`src/rtl/core/eicr_delay.sv`:
```
`timescale 1ns / 1ps
module eicr_delay #(
    parameter int WIDTH = 32,
    parameter int DEPTH = 4
) (
    input  logic             aclk,
    input  logic             en,
    input  logic [WIDTH-1:0] din,
    output logic [WIDTH-1:0] dout
);

    logic [WIDTH-1:0] tap_reg [DEPTH];

    always_ff @(posedge aclk) begin
        if (en) begin
            tap_reg[0] <= din;
            for (int i = 1; i < DEPTH; i++) begin
                tap_reg[i] <= tap_reg[i-1];
            end
        end
    end

    assign dout = tap_reg[DEPTH-1];

endmodule

```
`config.mk`:
```
export PLATFORM = sky130hd
export DESIGN_NAME = eicr_delay
export DESIGN_NICKNAME = d
export VERILOG_FILES = /design/src/rtl/core/eicr_delay.sv
export SDC_FILE = /design/constraint.sdc
export NUM_CORES = 1
export LEC_CHECK = 0
export BUFFER_PORTS_ARGS = -buffer_cell sky130_fd_sc_hd__clkbuf_2
export CAP_MARGIN = 10
export CORE_MARGIN = 2
export CORE_UTILIZATION = 40
export DETAILED_ROUTE_END_ITERATION = 8
export HOLD_SLACK_MARGIN = 0.12
export PLACE_DENSITY = 0.61
export SLEW_MARGIN = 10
export SYNTH_ARGS = -nofsm -noshare
export SYNTH_HDL_FRONTEND = slang
export SYNTH_SLANG_ARGS = --single-unit
```
`constraint.sdc`:
```
create_clock -name aclk -period 0.8 [get_ports aclk]
set_input_delay 0.12 -clock aclk [delete_from_list [all_inputs] [get_ports aclk]]
set_output_delay 0.12 -clock aclk [all_outputs]
set_load 0.02 [all_outputs]
```
==> run summary <==
========================================================================================
Global Route met3 Usage                                                           0.0506
Clock tree from TritonCTS                                                          built
Global-route wire length before repair                                           7.45 mm
Result of the run                                                           complete, but fails checks
Worst slew pin tran                                                             0.270 ns
Syn Nets                                                                             162
Average wire per cell in the routed design                                       12.7 um
Pin count of the biggest net entering global routing                                  32
Highest-delay cell along the critical path                                      edfxtp_1
Floorplan Core Area                                                         0.00928 mm^2
Root Driver                                                                     clkbuf_8
Gr ovfl total                                                                          0
Final WL                                                                         4.97 mm
Die Footprint                                                                0.0104 mm^2
Antenna diode count                                                                    0
Crit path from                                                              tap_reg[3][11]$_DFFE_PP_
Ratio of total power to cell area                                           2770 mW/mm^2
Mapped Area                                                                 0.00384 mm^2
Relative area change from synthesis to final layout                                39.6%
PnR worst setup slack                                                          -0.362 ns
Post-Syn Instances                                                                   128
Clock-pin slew on the worst setup and hold paths                                 0.05 ns
Chain of cells forming the critical path                                           buf_2
Number of distinct standard cells referenced by the synthesized netlist                1
Via count of the first global-routing pass                                          1553
Post-route total power                                                           14.9 mW
Number of failing hold endpoints at the final stage                                    0
Ratio of cells with drive above 1 in the final layout                              0.373
Clock period minus final worst setup slack                                       1.16 ns
Tightest slew margin relative to the limit                                         0.820
Busiest grt layer                                                                   met2
Slowest Stage Delay on Critical Path                                             0.38 ns
Routing usage on met1                                                              0.104
Violations in the final reports                                             negative setup slack
Delay-heaviest family, CP                                                     flip-flops
Top Ports                                                                             66
Arrival time of the worst setup path                                             1.04 ns
Mean instance size in the synthesized netlist                                  30.0 um^2
Buffers plus inverters on the worst setup path                                         1
Number of antenna violations at the first check in global routing                      0
Startpoint kind of the worst setup timing path                                      flop
Sinks on Clock Net                                                                   128
Leading post-synthesis cells by cell area                                   edfxtp_1 (100%)
Number of flip-flops under the largest register name                                 128
Count of H-tree levels built during CTS                                                4
Highest attainable clock frequency                                               861 MHz
Crit share post-route                                                               1.45
Total via count in the routed design                                                1604
Multi-input combinational cell area                                               0 um^2
RSZ-0062 raised after global routing                                                true
Endpoint type of the worst setup path                                       primary output
Number of antenna-violating nets in the routed design                                  0
Endpoints failing setup                                                               36
Total routing resource utilization after global routing                            0.103
Cell type with the highest aggregate area in the netlist                        edfxtp_1
Required time of the critical path                                               0.68 ns
Die width                                                                         102 um
Critical Path Fanout Max                                                               1
Worst min-delay path startpoint                                                       en
Final Hold Slack                                                                0.107 ns
Deepest clock path buffer count                                                        2
Ratio of routed vias to standard cells                                              4.09
Number of search-and-repair iterations in the first detailed-routing pass              5
Maximum Capacitance Violations                                                         0
Standard-cell row count                                                               35
Register area share after synthesis                                                 1.00
Initial core utilization                                                           0.414
Max-slew violations                                                                    0
Kind of critical path                                                       flop to primary output
Number of DRC markers after the initial detailed-route iteration                      43
Pre-CTS setup slack                                                           -0.0558 ns
Reg-to-reg startpoint                                                       tap_reg[1][29]$_DFFE_PP_
Clock latency at the later pin of the worst-skew pair                            0.49 ns
Top cell type's share of synthesized area                                           1.00
Multi-input gate count                                                                 0
Number of nets at the end of the flow                                                285
I/O Buffers                                                                           65
Met2 track demand over resource                                                    0.175
Fillers                                                                              726
Total CTS buffers                                                                     17
Flops & latches, synth                                                               128
Total negative slack for setup checks                                          -10.71 ns
Height of the chip                                                                102 um
Worst-case clock skew                                                         0.00529 ns
Synth warnings                                                                         0
Leakage                                                                          1.97 nW
Hold WC Path Type                                                           input port to flop
Final weighted congestion of routability-driven global placement                   0.650
Worst ir drop on vdd                                                             1.41 mV
DRC Markers                                                                            0
========================================================================================
[layer usage]
metal	wire (um)	vias up
met5	0	-
met4	28	0
met1	1870	790
li1	-	774
met2	2840	35
met3	227	5
[cell usage after synthesis]
master    instances
edfxtp_1        128
[cell usage in the layout (no fill, tap or decap), drive strengths merged]
master	instances
buf	38
clkbuf	51
clkinv	9
clkinvlp	4
dlygate4sd3	33
edfxtp	128
[stage by stage]
stage / util / cell area [um^2] / cells
floorplan: - / 3840 / 128
global placement: 0.477 / 4430 / 328
detailed placement: 0.477 / 4430 / 328
CTS: 0.566 / 5250 / 392
global route: 0.578 / 5360 / 392
finish: 0.578 / 5360 / 392
[power breakdown]
group / switching (mW) / internal [mW]
Sequential: 0.114 / 7.91
Combinational: 0.322 / 0.325
Clock: 2.49 / 3.71
[logic make-up (layout without fill, tap and decap cells)]
logic type  count (synthesis)  in the layout  synth area share
buf+inv                     0            135                 0
flops                     128            128              1.00
[path summary, 6_finish.rpt]
check | depth (start not counted) | slack (ns) | endpoint
min reg2reg | 0 | 0.41 | tap_reg[2][25]$_DFFE_PP_
min | 2 | 0.11 | tap_reg[2][24]$_DFFE_PP_
max reg2reg | 0 | 0.16 | tap_reg[2][29]$_DFFE_PP_
max | 1 | -0.36 | dout[11]
[timing repair]
| action | 4_1_cts | 5_1_grt |
|---|---|---|
| endpoints found under the setup margin | 32 | 42 |
| hold endpoints to repair | 43 | 5 |
| hold buffers | 33 | 1 |
| gates cloned | 0 | 0 |
| gates resized for setup | 0 | 68 |
| setup buffers | 0 | 0 |
[area by class of cell]
class / instances / area (um^2) / share of cell area
clock buffers: 18 / 418 / 0.0779
clock inverters: 13 / 75.1 / 0.0140
repair buffers: 104 / 866 / 0.161
flip-flops and latches: 128 / 3840 / 0.717
well taps: 129 / 161 / 0.0301
Note: power is estimated with default switching activity, not from simulation.
