[src/rtl/core/eicr_pkg.sv]
`timescale 1ns / 1ps
package eicr_pkg;

    localparam int FRAC_BITS_DEF = 16;

    localparam int VEL_W    = 32;
    localparam int MASS_W   = 31;
    localparam int NRM_W    = 18;
    localparam int DEPTH_W  = 31;
    localparam int S_DATA_W = 264;
    localparam int M_DATA_W = 256;
    localparam int M_USER_W = 2;

    // tuser bit positions on the result channel
    localparam int USER_HIT = 0;
    localparam int USER_ERR = 1;

    localparam logic signed [63:0] SAT_HI = 64'sd2147483647;
    localparam logic signed [63:0] SAT_LO = -64'sd2147483648;

    typedef struct packed {
        logic [M_USER_W-1:0] user;
        logic [M_DATA_W-1:0] data;
    } out_beat_t;

    function automatic logic signed [31:0] sat32(input logic signed [63:0] x);
        if (x > SAT_HI) begin
            return SAT_HI[31:0];
        end else if (x < SAT_LO) begin
            return SAT_LO[31:0];
        end else begin
            return x[31:0];
        end
    endfunction

endpackage

[src/rtl/core/eicr_skid.sv]
`timescale 1ns / 1ps
module eicr_skid (
    input  logic                aclk,
    input  logic                aresetn,
    input  logic                in_valid,
    input  eicr_pkg::out_beat_t in_beat,
    output logic                in_ready,
    output logic                out_valid,
    output eicr_pkg::out_beat_t out_beat,
    input  logic                out_ready
);

    import eicr_pkg::*;

    logic      out_valid_reg;
    logic      out_valid_next;
    out_beat_t out_beat_reg;
    out_beat_t out_beat_next;
    logic      skid_valid_reg;
    logic      skid_valid_next;
    out_beat_t skid_beat_reg;
    out_beat_t skid_beat_next;

    assign in_ready = !skid_valid_reg;

    always_comb begin
        out_valid_next  = out_valid_reg;
        out_beat_next   = out_beat_reg;
        skid_valid_next = skid_valid_reg;
        skid_beat_next  = skid_beat_reg;
        if (!out_valid_reg || out_ready) begin
            if (skid_valid_reg) begin
                out_valid_next  = 1'b1;
                out_beat_next   = skid_beat_reg;
                skid_valid_next = 1'b0;
            end else begin
                out_valid_next = in_valid;
                out_beat_next  = in_beat;
            end
        end else if (in_valid && in_ready) begin
            // output is stalled, park the transfer
            skid_valid_next = 1'b1;
            skid_beat_next  = in_beat;
        end
    end

    always_ff @(posedge aclk) begin
        if (!aresetn) begin
            out_valid_reg  <= 1'b0;
            skid_valid_reg <= 1'b0;
        end else begin
            out_valid_reg  <= out_valid_next;
            skid_valid_reg <= skid_valid_next;
        end
    end

    always_ff @(posedge aclk) begin
        out_beat_reg  <= out_beat_next;
        skid_beat_reg <= skid_beat_next;
    end

    assign out_valid = out_valid_reg;
    assign out_beat  = out_beat_reg;

endmodule

[config.mk]
export PLATFORM = sky130hd
export DESIGN_NAME = eicr_skid
export DESIGN_NICKNAME = d
export VERILOG_FILES = /design/src/rtl/core/eicr_pkg.sv /design/src/rtl/core/eicr_skid.sv
export SDC_FILE = /design/constraint.sdc
export NUM_CORES = 1
export LEC_CHECK = 0
export BUFFER_PORTS_ARGS = -buffer_cell sky130_fd_sc_hd__buf_4
export CAP_MARGIN = 20
export CORE_AREA = 3 3 204 206
export CTS_CLUSTER_SIZE = 8
export DETAILED_ROUTE_END_ITERATION = 6
export DIE_AREA = 0 0 207 209
export PLACE_DENSITY = 0.78
export SLEW_MARGIN = 20
export SYNTH_ARGS = -nofsm -noshare
export SYNTH_HDL_FRONTEND = slang
export SYNTH_SLANG_ARGS = --single-unit
[constraint.sdc]
create_clock -name aclk -period 51.9 [get_ports aclk]
set_clock_uncertainty 0.15 [all_clocks]
set_input_delay 2.595 -clock aclk [delete_from_list [all_inputs] [get_ports aclk]]
set_output_delay 2.595 -clock aclk [all_outputs]
set_load 0.02 [all_outputs]
==> results of run 1 <==
==> final timing paths <==
kind / startpoint / slack, ns / cells past startpoint / to
setup reg to reg: out_valid / 48.15 / 4 / skid_beat_reg[37]
hold reg to reg: skid_beat_reg[215] / 0.39 / 1 / out_beat[215]
hold / removal: skid_beat_reg[215] / 0.39 / 1 / out_beat[215]
setup / recovery: out_ready / 46.32 / 5 / skid_beat_reg[37]
==> through the flow <==
stage	area, µm²	total power, mW	util [%]
after floorplan	19500	0.551	-
after global placement	23800	0.591	59.9
after detailed placement	23800	0.594	59.9
after CTS	25900	1.02	64.9
after global routing	25900	1.05	64.9
final	25900	1.01	64.9
==> where the power goes <==
group | leakage (nW) | internal [mW] | switching, mW | total [mW]
logic | 4.11 | 0.0465 | 0.0463 | 0.0928
clock network | 0.987 | 0.266 | 0.158 | 0.424
registers | 5.04 | 0.486 | 0.00695 | 0.493
total | 10.1 | 0.798 | 0.211 | 1.01
==> placed cells by master, fill, tap and decap left out <==
master / count
nand2b_4: 1
mux2_2: 71
edfxtp_1: 516
inv_6: 1
buf_12: 1
diode_2: 1
dfxtp_1: 1
dfxtp_4: 1
clkinv_1: 1
nor3b_2: 2
buf_4: 529
clkbuf_1: 6
inv_1: 1
nor2_1: 1
a21boi_1: 1
mux2_4: 187
clkbuf_16: 79
==> worst max-delay path, delay by kind of cell <==
kind | cells | cell delay [ns]
buffers and inverters | 3 | 1.72
AND/OR/NAND/NOR | 2 | 0.96
==> cell families (layout without fill, tap and decap cells) <==
logic type             count (synthesis)  after routing
AO/OA/AOI/OAI                          1              1
buffers and inverters                 30            618
flip-flops                           518            518
multiplexers                         258            258
other                                  0              1
AND/OR/NAND/NOR                        4              4
==> final cells by class <==
class                           instances  area, µm²
Clock buffer                           85       2000
Sequential cell                       518      15500
Tap cell                              525        657
Inverter                                1       3.75
Multi-Input combinational cell        263       3660
Antenna cell                            1       2.50
Fill cell                            2629      14000
Clock inverter                          2       12.5
Timing Repair Buffer                  530       3990
==> layer usage <==
metal,wire [µm],vias up,track usage [%],part of all wire [%]
li1,-,4376,-,-
met1,16100,4865,23.0,37
met2,21300,495,31.9,49
met3,4870,85,8.84,11
met4,1600,2,9.01,3.6
met5,9,-,0,0.021
==> summary.md, run 1 <==
| Metric | Value |
|---|---|
| Final std cells w/o fill | 1925 |
| Depth of the CTS H-tree | 3 |
| Synth cell types | 12 |
| Residual DRC | 0 |
| Total Neg Setup Slack | 0 ns |
| Vias in the first global route | 10700 |
| Maximum clock rate | 179 MHz |
| Post-route ant nets | 0 |
| Antenna violations before repair | 2 |
| Hold_ws | 0.392 ns |
| Core Footprint | 39800 µm² |
| Yosys reg bits | 518 |
| Post-synthesis sequential area ratio | 79.8% |
| Slew margin rel. | 24.0% |
| Top cells by count, synth | edfxtp_1 (516), mux2_4 (187), mux2_2 (71) |
| Chip height | 209 µm |
| Syn Std Cell Area | 19500 µm² |
| Mapped Cells | 811 |
| RSZ-0062 raised after global routing | no |
| Crit path cell chain | buf_4 > nand2b_4 > nor3b_2 > buf_12 > buf_4 |
| Total of max-cap violations | 0 |
| Die Width | 207 µm |
| Layout cell share with drive strength beyond 1 | 62.3% |
| Largest net degree at the start of global routing | 188 |
| Post-synthesis adder-cell area fraction | 0% |
| Worst Hold Class | register to register |
| First-pass GRT wire length | 65.3 mm |
| Num CTS Buffers | 74 |
| Initial core utilization | 48.9% |
| Main flop type after synthesis | edfxtp_1 |
| Largest family of logic cells by synthesized area | multiplexers |
| Period minus WS final | 5.58 ns |
| Post-synth EDFFs | 516 |
| CTS tree | done |
| # Post-CTS Setup Buffers | 0 |
| Final net count | 1650 |
| P&R area growth vs syn | 32.9% |
| Dpl ws | 45.85 ns |
| P_leak | 10.1 nW |
| Highest-delay cell along the critical path | buf_4 |
| Post-synth top area share | 79.6% |
| Count leader, synth | edfxtp_1 |
| Total iterations of the first detailed-routing run | 4 |
| Worst Tran Pin Value | 1.14 ns |
| Synth area leaders | edfxtp_1 (80%), mux2_4 (14%), mux2_2 (4.1%) |
| Max IR drop VDD | 36.8 µV |
| CTS Sinks | 518 |
| Final HPWL DP | 29.6 mm |
| Hold_buf cts | 0 |
| Placed instance count | 1837 |
| GR Overflow Total | 0 |
| Setup-failing EPs final | 0 |
| GP Congestion | 0.795 |
| Setup ws final | 46.32 ns |
| Final period util | 10.7% |
| Average size of a mapped cell | 24.0 µm² |
| Post-CTS sizing | 0 |
| Drt via density | 5.10 |
| DR iter-0 viols | 529 |
| CP startpoint kind | primary input |
| Worst-path clk slew | 0.05 ns |
| Root buf cell | clkbuf_16 |
| Simple-Gate Fraction of Synth Area | 0.154% |
| Via count | 9823 |
| Syn nets | 1073 |
| PD cells | 39.0 nW/µm² |
| Xor and xnor fraction of the mapped netlist area | 0% |
| Die Area | 43300 µm² |
| Synth warn | 0 |
| I/O pin cnt | 522 |
| CP required | 51.93 ns |
| Crit path DAT | 5.61 ns |
| Drt wl/cell | 22.8 µm |
| # rows | 73 |
| CP Class | primary input to register |
| Post-synth top area cell | edfxtp_1 |
| Multiplexer area fraction after synthesis | 18.5% |
| Critical Path Most Common Cell | buf_4 |
| CP max stage delay | 0.89 ns |
| PortBufs | 521 |
| Skew-Pair Late Insertion Delay | 0.56 ns |
| Clk buf depth | 3 |
| Final Max Tran Viols | 0 |
| CP Max Fanout | 187 |
| Final hold vios | 0 |
| Status | finished clean |
| FFs w/ async S/R, synth | 0% |
| Total Wirelength | 43.9 mm |
| CP endpoint kind | register |
| Total track usage | 19.8% |
| Post-synthesis compound-gate area fraction | 0.0386% |
Note: power is estimated with default switching activity, not from simulation.
==> run 2: changes to the inputs <==
==> constraint.sdc (replaced) <==
create_clock -name aclk -period 5.3 [get_ports aclk]
set_clock_uncertainty 0.15 [all_clocks]
set_input_delay 0.265 -clock aclk [delete_from_list [all_inputs] [get_ports aclk]]
set_output_delay 0.265 -clock aclk [all_outputs]
set_load 0.02 [all_outputs]
==> summary.md, run 2 (synthesis gave the netlist of run 1 again) <==
| Metric | Value |
|---|---|
| Status | finished clean |
| # rows | 73 (unchanged) |
| Switch share | 21.6% (+0.70 points) |
| # Post-CTS Setup Buffers | 0 (unchanged) |
| Gate power share | 10.8% (+1.6 points) |
| Core Footprint | 39800 µm² (unchanged) |
| Setup-failing EPs final | 0 (unchanged) |
| Hold_ws | 0.275 ns (-0.117 ns) |
| Chip height | 209 µm (unchanged) |
| Final HPWL DP | 28.7 mm (-3.1%) |
| Root buf cell | clkbuf_16 |
| CP Class | register to register |
| Largest net degree at the start of global routing | 157 (-16%) |
| P_int | 7.96 mW (+900%) |
| Highest-delay cell along the critical path | dfxtp_4 |
| Layout cell share with drive strength beyond 1 | 52.6% (-9.8 points) |
| CP max stage delay | 1.03 ns (+0.14 ns) |
| PortBufs | 521 (unchanged) |
| PD cells | 356 nW/µm² (+810%) |
| Vias in the first global route | 12400 (+16%) |
| Slew margin rel. | 24.7% (+0.69 points) |
| Most frequent cells in the layout | buf_4 (525), edfxtp_1 (516), dlygate4sd3_1 (263) |
| Depth of the CTS H-tree | 3 (unchanged) |
| Num CTS Buffers | 75 (+1.4%) |
| Via count | 11000 (+12%) |
| CTS Sinks | 518 (unchanged) |
| DR iter-0 viols | 619 (+17%) |
| CTS tree | done |
| Worst Hold Class | primary input to register |
| Drt via density | 5.04 (-1.3%) |
| Hold_buf cts | 263 (+263) |
| Crit path cell chain | buf_4 > mux2_2 |
| Total track usage | 22.7% (+2.9 points) |
| Period minus WS final | 2.75 ns |
| Drt wl/cell | 22.9 µm (+0.63%) |
| P_leak | 11.2 nW (+11%) |
| Placed instance count | 1836 (-0.054%) |
| Total iterations of the first detailed-routing run | 5 (+1) |
| Crit path DAT | 2.92 ns (-2.69 ns) |
| Register share of total power | 47.7% (-1.1 points) |
| Psw | 2.19 mW (+940%) |
| Final Total Pwr | 10.1 mW (+910%) |
| RSZ-0062 raised after global routing | no |
| Maximum clock rate | 363 MHz |
| Clk buf depth | 3 (unchanged) |
| I/O pin cnt | 522 (unchanged) |
| Worst Tran Pin Value | 1.13 ns (-0.0103 ns) |
| Clock power share | 41.5% (-0.5 points) |
| GR Overflow Total | 0 (unchanged) |
| Antenna violations before repair | 1 (-1) |
| CP required | 5.47 ns (-46.46 ns) |
| Die Width | 207 µm (unchanged) |
| GP Congestion | 0.797 (+0.30%) |
| Post-route ant nets | 0 (unchanged) |
| Final period util | 51.9% |
| Most common cell after layout, fill and taps aside | buf_4 |
| First-pass GRT wire length | 75.1 mm (+15%) |
| Final hold vios | 0 (unchanged) |
| Final net count | 1913 (+16%) |
| Die Area | 43300 µm² (unchanged) |
| CP Max Fanout | 72 (-61%) |
| CP endpoint kind | register |
| Worst-path clk slew | 0.05 ns (about the same) |
| Final std cells w/o fill | 2190 (+14%) |
| Total of max-cap violations | 0 (unchanged) |
| Post-CTS sizing | 0 (unchanged) |
| CP startpoint kind | register |
| Residual DRC | 0 (unchanged) |
| Total Wirelength | 50.2 mm (+14%) |
| Max IR drop VDD | 328 µV (+790%) |
| Skew-Pair Late Insertion Delay | 0.57 ns (about the same) |
| Initial core utilization | 48.9% (unchanged) |
| Final Max Tran Viols | 0 (unchanged) |
| Layout fillers | 2207 (-16%) |
| Total Neg Setup Slack | 0 ns (unchanged) |
| P&R area growth vs syn | 46.6% |
[run 2: worst paths after layout]
path,cells past startpoint,end,start,slack [ns]
max reg2reg,2,out_beat[21],skid_valid_reg,2.55
min reg2reg,1,out_beat[221],skid_beat_reg[221],0.39
min,2,skid_beat_reg[67],in_beat[67],0.27
max,2,out_beat[21],skid_valid_reg,2.55
[run 2: worst max-delay path, delay by kind of cell (launching register included)]
kind	cells	cell delay (ns)
muxes	1	0.42
buffers and inverters	1	0.77
DFF	1	1.03
[run 2: area by class of cell]
| cell class | instances | area, µm² | share of cell area, % |
|---|---|---|---|
| Antenna cell | 2 | 5.00 | 0.0175 |
| Clock buffer | 86 | 2000 | 7.02 |
| Clock inverter | 3 | 22.5 | 0.0789 |
| Inverter | 1 | 3.75 | 0.0131 |
| Multi-Input combinational cell | 263 | 3660 | 12.8 |
| Sequential cell | 518 | 15500 | 54.4 |
| Tap cell | 525 | 657 | 2.30 |
| Timing Repair Buffer | 792 | 6650 | 23.3 |
[run 2: metrics by stage]
stage | utilization [%] | area, µm² | setup WS (ns)
floorplan | - | 19500 | -16.99
global placement | 60.0 | 23900 | 2.59
detailed placement | 60.0 | 23900 | 2.56
CTS | 71.7 | 28500 | 2.57
global route | 71.7 | 28500 | 2.47
finish | 71.7 | 28500 | 2.55
[run 2: power groups by stage]
stage	combinational, mW	sequential (mW)	clock, mW
6_report	1.10	4.84	4.21
5_1_grt	1.15	4.85	4.47
4_1_cts	1.08	4.83	4.26
3_5_place_dp	0.915	4.90	0
3_3_place_gp	0.898	4.89	0
2_1_floorplan	0.231	5.13	0
[run 2: metal layers]
| metal | track usage (%) | vias up | part of all wire (%) |
|---|---|---|---|
| met5 | 0 | - | 0 |
| met4 | 10.0 | 0 | 3.7 |
| met3 | 7.51 | 116 | 8.5 |
| met2 | 39.5 | 519 | 52 |
| met1 | 25.5 | 5494 | 36 |
| li1 | - | 4906 | - |
